--- config.mk ---
export PLATFORM = sky130hd
export DESIGN_NAME = stereo_linear_resampler_core
export DESIGN_NICKNAME = d
export VERILOG_FILES = /design/src/design/slr_pkg.sv /design/src/design/stereo_linear_resampler_core.sv /design/src/design/slr_lerp.sv
export SDC_FILE = /design/constraint.sdc
export NUM_CORES = 1
export LEC_CHECK = 0
export ABC_AREA = 1
export ABC_CLOCK_PERIOD_IN_PS = 14200
export BUFFER_PORTS_ARGS = -buffer_cell sky130_fd_sc_hd__buf_2
export CAP_MARGIN = 20
export CELL_PAD_IN_SITES_DETAIL_PLACEMENT = 2
export CELL_PAD_IN_SITES_GLOBAL_PLACEMENT = 2
export CORE_AREA = 3 3 228 230
export DETAILED_ROUTE_END_ITERATION = 7
export DIE_AREA = 0 0 231 233
export GPL_ROUTABILITY_DRIVEN = 0
export GPL_TIMING_DRIVEN = 0
export HOLD_SLACK_MARGIN = 0.06
export PLACE_DENSITY_LB_ADDON = 0.1
export SETUP_SLACK_MARGIN = 0.4
export SYNTH_ARGS = -nofsm -noshare
export SYNTH_HDL_FRONTEND = slang
export SYNTH_SLANG_ARGS = --single-unit
--- constraint.sdc ---
create_clock -name aclk -period 14.2 [get_ports aclk]
set_input_delay 2.13 -clock aclk [delete_from_list [all_inputs] [get_ports aclk]]
set_output_delay 2.13 -clock aclk [all_outputs]
set_load 0.01 [all_outputs]
--- src/design/slr_pkg.sv ---
// Shared constants for the stereo linear resampler.
`default_nettype none
package slr_pkg;
    localparam int STEP_W = 21;
    localparam logic [STEP_W-1:0] STEP_RESET = 21'd60211;
    localparam int MAX_OUT = 16;
    localparam int CNT_W = $clog2(MAX_OUT);
    localparam int APB_DATA_W = 32;
    localparam int APB_ADDR_W = 3;
    localparam int REG_IDX_W = APB_ADDR_W - 2;
    localparam logic [REG_IDX_W-1:0] REG_STEP_RATIO = 1'b0;
endpackage
`default_nettype wire

--- src/design/stereo_linear_resampler_core.sv ---
// Stereo linear-interpolation resampler with a fixed-point phase accumulator.
//
// Input stream s_*: one stereo word per frame, tdata = {right, left}, left in the
// low bits. Output stream m_*: one interpolated stereo word per emitted frame,
// same tdata layout, tlast marks the last word caused by an input frame.
// An input frame with the phase already at one or more emits nothing.
// APB port: register 0 at byte address 0 is step_ratio (unsigned, 16 fraction bits).
//
// Each output word is built on one shared multiplier, left then right: the
// sequencer steps through ST_MUL_L, ST_MUL_R and ST_FIN, and the word then
// sits in the output register in ST_SEND. A frame that emits nothing leaves
// the sequencer idle. At most 16 words per frame.
// s_tready is high only while idle. A stalled receiver holds the word in the
// output register and the sequencer waits.
// Reset clears the sample window and the phase to zero and loads the default step.
`default_nettype none
module stereo_linear_resampler_core #(
    parameter int SAMPLE_BITS = 16,
    parameter int FRAC_BITS = 16
) (
    input  wire logic                                  aclk,
    input  wire logic                                  aresetn,
    input  wire logic                                  s_tvalid,
    output logic                                       s_tready,
    // in_left, in_right
    input  wire logic [((2*SAMPLE_BITS+7)/8)*8-1:0]    s_tdata,
    output logic                                       m_tvalid,
    input  wire logic                                  m_tready,
    // out_left, out_right
    output logic [((2*SAMPLE_BITS+7)/8)*8-1:0]         m_tdata,
    output logic                                       m_tlast,
    input  wire logic                                  psel,
    input  wire logic                                  penable,
    input  wire logic                                  pwrite,
    input  wire logic [slr_pkg::APB_ADDR_W-1:0]        paddr,
    input  wire logic [slr_pkg::APB_DATA_W-1:0]        pwdata,
    output logic [slr_pkg::APB_DATA_W-1:0]             prdata,
    output logic                                       pready
);
    localparam int TDATA_W = ((2*SAMPLE_BITS+7)/8)*8;
    localparam int STEP_W = slr_pkg::STEP_W;
    localparam int PHASE_W = ((STEP_W > FRAC_BITS) ? STEP_W : FRAC_BITS) + 1;
    localparam logic [PHASE_W-1:0] PHASE_ONE = PHASE_W'(1) << FRAC_BITS;
    localparam int CNT_W = slr_pkg::CNT_W;
    localparam logic [CNT_W-1:0] CNT_LAST = CNT_W'(slr_pkg::MAX_OUT - 1);
    localparam int APB_ADDR_W_HI = slr_pkg::APB_ADDR_W - 1;

    typedef enum logic [2:0] {
        ST_IDLE,
        ST_MUL_L,
        ST_MUL_R,
        ST_FIN,
        ST_SEND
    } state_t;

    state_t                         state_reg;
    logic [STEP_W-1:0]              step_reg;
    logic [PHASE_W-1:0]             phase_reg;
    logic [CNT_W-1:0]               cnt_reg;
    logic signed [SAMPLE_BITS-1:0]  older_l_reg, older_r_reg, newer_l_reg, newer_r_reg;
    logic signed [SAMPLE_BITS:0]    diff_l_reg, diff_r_reg;
    logic signed [SAMPLE_BITS-1:0]  out_l_reg, out_r_reg;
    logic                           valid_reg, last_reg;

    logic signed [SAMPLE_BITS-1:0]  in_l, in_r;
    logic                           in_fire, out_fire, cfg_wr;
    logic [PHASE_W-1:0]             phase_next;
    logic                           lerp_load;
    logic signed [SAMPLE_BITS:0]    lerp_diff, lerp_delta;
    logic signed [SAMPLE_BITS:0]    base_sel, sum_next;

    assign in_l = s_tdata[SAMPLE_BITS-1:0];
    assign in_r = s_tdata[2*SAMPLE_BITS-1:SAMPLE_BITS];
    assign in_fire = s_tvalid && s_tready;
    assign out_fire = valid_reg && m_tready;
    assign cfg_wr = psel && penable && pwrite && pready
                    && (paddr[APB_ADDR_W_HI:2] == slr_pkg::REG_STEP_RATIO);

    assign phase_next = phase_reg + PHASE_W'(step_reg);
    assign lerp_load = (state_reg == ST_MUL_L) || (state_reg == ST_MUL_R);
    assign lerp_diff = (state_reg == ST_MUL_L) ? diff_l_reg : diff_r_reg;
    assign base_sel = (state_reg == ST_MUL_R) ? (SAMPLE_BITS+1)'(older_l_reg)
                                              : (SAMPLE_BITS+1)'(older_r_reg);
    assign sum_next = base_sel + lerp_delta;

    slr_lerp #(
        .SAMPLE_BITS(SAMPLE_BITS),
        .FRAC_BITS(FRAC_BITS)
    ) u_lerp (
        .aclk(aclk),
        .load(lerp_load),
        .diff(lerp_diff),
        .frac(phase_reg[FRAC_BITS-1:0]),
        .delta(lerp_delta)
    );

    always_ff @(posedge aclk) begin
        if (!aresetn) begin
            state_reg   <= ST_IDLE;
            step_reg    <= slr_pkg::STEP_RESET;
            phase_reg   <= '0;
            cnt_reg     <= '0;
            older_l_reg <= '0;
            older_r_reg <= '0;
            newer_l_reg <= '0;
            newer_r_reg <= '0;
            valid_reg   <= 1'b0;
            last_reg    <= 1'b0;
        end else begin
            if (cfg_wr) begin
                step_reg <= pwdata[STEP_W-1:0];
            end
            case (state_reg)
                ST_IDLE: begin
                    if (in_fire) begin
                        older_l_reg <= newer_l_reg;
                        older_r_reg <= newer_r_reg;
                        newer_l_reg <= in_l;
                        newer_r_reg <= in_r;
                        diff_l_reg  <= (SAMPLE_BITS+1)'(in_l) - (SAMPLE_BITS+1)'(newer_l_reg);
                        diff_r_reg  <= (SAMPLE_BITS+1)'(in_r) - (SAMPLE_BITS+1)'(newer_r_reg);
                        cnt_reg     <= '0;
                        if (phase_reg >= PHASE_ONE) begin
                            phase_reg <= phase_reg - PHASE_ONE;
                        end else begin
                            state_reg <= ST_MUL_L;
                        end
                    end
                end
                ST_MUL_L: begin
                    state_reg <= ST_MUL_R;
                end
                ST_MUL_R: begin
                    out_l_reg <= sum_next[SAMPLE_BITS-1:0];
                    state_reg <= ST_FIN;
                end
                ST_FIN: begin
                    out_r_reg <= sum_next[SAMPLE_BITS-1:0];
                    phase_reg <= phase_next;
                    last_reg  <= (phase_next >= PHASE_ONE) || (cnt_reg == CNT_LAST);
                    valid_reg <= 1'b1;
                    state_reg <= ST_SEND;
                end
                ST_SEND: begin
                    if (out_fire) begin
                        valid_reg <= 1'b0;
                        cnt_reg   <= cnt_reg + CNT_W'(1);
                        if (last_reg) begin
                            phase_reg <= (phase_reg >= PHASE_ONE) ? phase_reg - PHASE_ONE
                                                                  : '0;
                            state_reg <= ST_IDLE;
                        end else begin
                            state_reg <= ST_MUL_L;
                        end
                    end
                end
                default: begin
                    state_reg <= ST_IDLE;
                end
            endcase
        end
    end

    assign s_tready = (state_reg == ST_IDLE);
    assign m_tvalid = valid_reg;
    assign m_tlast  = last_reg;
    assign m_tdata  = TDATA_W'({out_r_reg, out_l_reg});
    assign pready   = 1'b1;
    assign prdata   = slr_pkg::APB_DATA_W'(step_reg);

    a_valid_in_send: assert property (@(posedge aclk) disable iff (!aresetn)
        m_tvalid |-> (state_reg == ST_SEND))
        else $error("output valid outside send state");

    a_not_last_loops: assert property (@(posedge aclk) disable iff (!aresetn)
        (out_fire && !m_tlast) |=> (state_reg == ST_MUL_L))
        else $error("non-final word did not start the next output");

    a_phase_below_one: assert property (@(posedge aclk) disable iff (!aresetn)
        (state_reg == ST_MUL_L) |-> (phase_reg < PHASE_ONE))
        else $error("interpolating with phase at or above one");

    a_ready_exclusive: assert property (@(posedge aclk) disable iff (!aresetn)
        s_tready |-> !m_tvalid)
        else $error("input ready while a word waits");
endmodule
`default_nettype wire

--- src/design/slr_lerp.sv ---
// Shared multiply unit: registered diff*frac, then floor shift by the fraction width.
`default_nettype none
module slr_lerp #(
    parameter int SAMPLE_BITS = 16,
    parameter int FRAC_BITS = 16
) (
    input  wire logic                          aclk,
    input  wire logic                          load,
    input  wire logic signed [SAMPLE_BITS:0]   diff,
    input  wire logic        [FRAC_BITS-1:0]   frac,
    output logic signed      [SAMPLE_BITS:0]   delta
);
    localparam int PROD_W = SAMPLE_BITS + FRAC_BITS + 2;

    logic signed [PROD_W-1:0] prod_reg;
    logic signed [PROD_W-1:0] prod_shift;

    always_ff @(posedge aclk) begin
        if (load) begin
            prod_reg <= PROD_W'(diff * $signed({1'b0, frac}));
        end
    end

    // arithmetic shift gives floor for negative products
    assign prod_shift = prod_reg >>> FRAC_BITS;
    assign delta = prod_shift[SAMPLE_BITS:0];
endmodule
`default_nettype wire
==> reports/qor.yml <==
outcome: "finished, final reports clean"
hold_path_class: "register to register"
holdBufCountCts: 0
cp-end-kind: "register"
rsz0062_at_grt: "false"
wl_per_cell_um: 23.2
peakVddDrop_uv: 119
setup-violations-final: 0
crit_arrival_ns: 9.11
ys.flop_type: "dfxtp_1"
initial_core_util: 0.411
worstSkewPairLatency_ns: 0.50
grt_overflow: 0
numPortBuffers: 115
rows: 82
cts_root_buf: "clkbuf_16"
drt-total-wl_um: 78400
synth_area_leader_cell: "fa_1"
max_freq_ghz: 0.113
use_met1: 0.350
largest_reg_flops: 22
yosysSeqAreaShare: 0.233
path_clk_slew_ns: 0.09
path_common_cell: "fa_1"
core_mm2: 0.0501
synthMostInstantiatedCell: "inv_1"
crit_type: "register to register"
final-seq-area_mm2: 0.00478
cts_tree: "done"
first_global_vias: 20916
place_area_mm2: 0.0221
start_kind: "register"
vias: 17951
grt_use_met3: 0.0436
multi_input_area_mm2: 0.0134
fillers: 5796
dieWidth_um: 231
maxSlewViolCount: 0
slowest_delay_ns: 0.92
cp_max_fo: 10
num_io_pins: 142
post-cts-setup-buffers: 0
crit_chain: "inv_1 > nand3_1 > buf_2 > o21ai_1 > clkinv_1 > nand2_1 > fa_1 > inv_1 > fa_1 > fa_1 > fa_1 > fa_1 > inv_1 > fa_1 > inv_1 > ha_1 > nand2_1 > nor4_1 > nand3_1 > nand3_1 > nand2_1 > nand2_1 > xor2_1"
drc: 0
syn_inst: 2541
grt_max_degree: 30
ant_nets: 0
finalNetCount: 3187
max_slew_margin: 0.231
clock_skew_ns: 0.0142
slowest_stage: "nor4_1"
fin_crit_sh: 0.622
finalHoldViolations: 0
fin_crit_ns: 8.83
synth_area_leaders: "fa_1, edfxtp_1, dfxtp_1, inv_1, ha_1"
areaGrowthSynthToFinish_pct: 10.7
r2r_cells: 23
synthesis.area_mm2: 0.0206
p_per_area_mw_per_mm2: 117
synth_top_area_frac: 0.262
ys_top_cells_by_count: "inv_1, nand2_1, fa_1"
vias_per_cell: 5.31
ys_types: 52
ctsResizeCount: 0
clock_sinks: 198
cellLeakagePower_nw: 11.1
cts_max_level: 4
synth_area_per_cell_um2: 8.09
hold_slack_ns: 0.484
design_area_mm2: 0.0228
busiest_layer: "met2"
die-area_mm2: 0.0538
whs_path_depth: 2
ys_warn_count: 0
cts_buffer_depth: 2
synth_seq_cells: 198
drt-initial-drc-count: 923
drv_cap: 0
synth-edff-count: 82
grt_use_met2: 0.533
cts_buffers: 17
drive_above_1_share: 0.0728
synthArstFlopShare: 0
die_height_um: 233
grt_usage: 0.297
tns_ns: 0
worst_pin_slew_ns: 1.15
antenna_found_initial: 2
dpl.hpwl_um: 65600
drt-pass1-iter-count: 5
grt_pass1_wl_um: 121000
crit_required_ns: 14.48
==> critical path, delay by kind of cell (launching register included) <==
family | cells | cell delay (ns)
AOI/OAI and AO/OA | 1 | 0.88
xor gates and xnor gates | 1 | 0.34
adders and majority gates | 7 | 3.27
buffers and inverters | 6 | 1.39
DFF | 1 | 0.38
and+or+nand+nor | 8 | 2.33
==> placed cells by master (no fill, tap or decap), types with 12 or more instances in the layout <==
master,instances
fa_1,269
buf_2,123
o22ai_1,23
xor2_1,47
clkbuf_1,46
a21oi_1,130
o21ai_0,124
edfxtp_1,82
buf_4,14
conb_1,12
xnor2_1,23
ha_1,151
nand3_1,98
nor2_1,247
dfxtp_1,116
nand2_1,490
clkbuf_16,17
nor3_1,17
inv_1,537
nand4_1,19
==> kinds of logic after synthesis <==
logic type / Yosys count / share of synthesized area
xor gates and xnor gates: 70 / 0.0298
adders and majority gates: 420 / 0.354
buffers and inverters: 616 / 0.115
and+or+nand+nor: 897 / 0.177
other: 2 / 0.000365
AOI/OAI and AO/OA: 338 / 0.0909
DFF: 198 / 0.233
==> final timing paths <==
check,from,endpoint,slack [ns]
max,state_reg[2],u_lerp.prod_reg[26],5.37
min,older_l_reg[10],older_l_reg[10],0.48
max reg2reg,state_reg[2],u_lerp.prod_reg[26],5.37
min reg2reg,older_l_reg[10],older_l_reg[10],0.48
==> final cells by class <==
type	instances	area share
plain buffers	69	0.0141
inverters	547	0.0902
multi-input cells	1737	0.590
clock inverters	15	0.00912
repair buffers	123	0.0302
diodes	2	0.000220
flip-flops and latches	198	0.210
well taps	672	0.0369
clock buffers	17	0.0187
==> report_power, final <==
part | internal (mW) | total [mW] | switching [mW]
sequential | 0.739 | 0.794 | 0.0552
clock | 0.246 | 0.537 | 0.290
combinational | 0.383 | 1.32 | 0.939
total | 1.37 | 2.65 | 1.29
==> through the flow <==
step                 util  total power [mW]  std cells  setup slack, ns
floorplan               -              1.59       2551             7.94
global placement    0.440              1.99       3338             6.08
detailed placement  0.441              2.10       3343             5.70
CTS                 0.454              2.65       3375             5.59
global route        0.455              2.82       3378             5.18
finish              0.455              2.65       3380             5.37
==> layer usage <==
| metal | part of all wire | up-vias |
|---|---|---|
| met2 | 0.51 | 385 |
| met3 | 0.036 | 170 |
| met4 | 0.048 | 0 |
| met1 | 0.41 | 9245 |
| li1 | - | 8151 |
| met5 | 0 | - |
No activity file was read; power rests on OpenSTA's default activity.
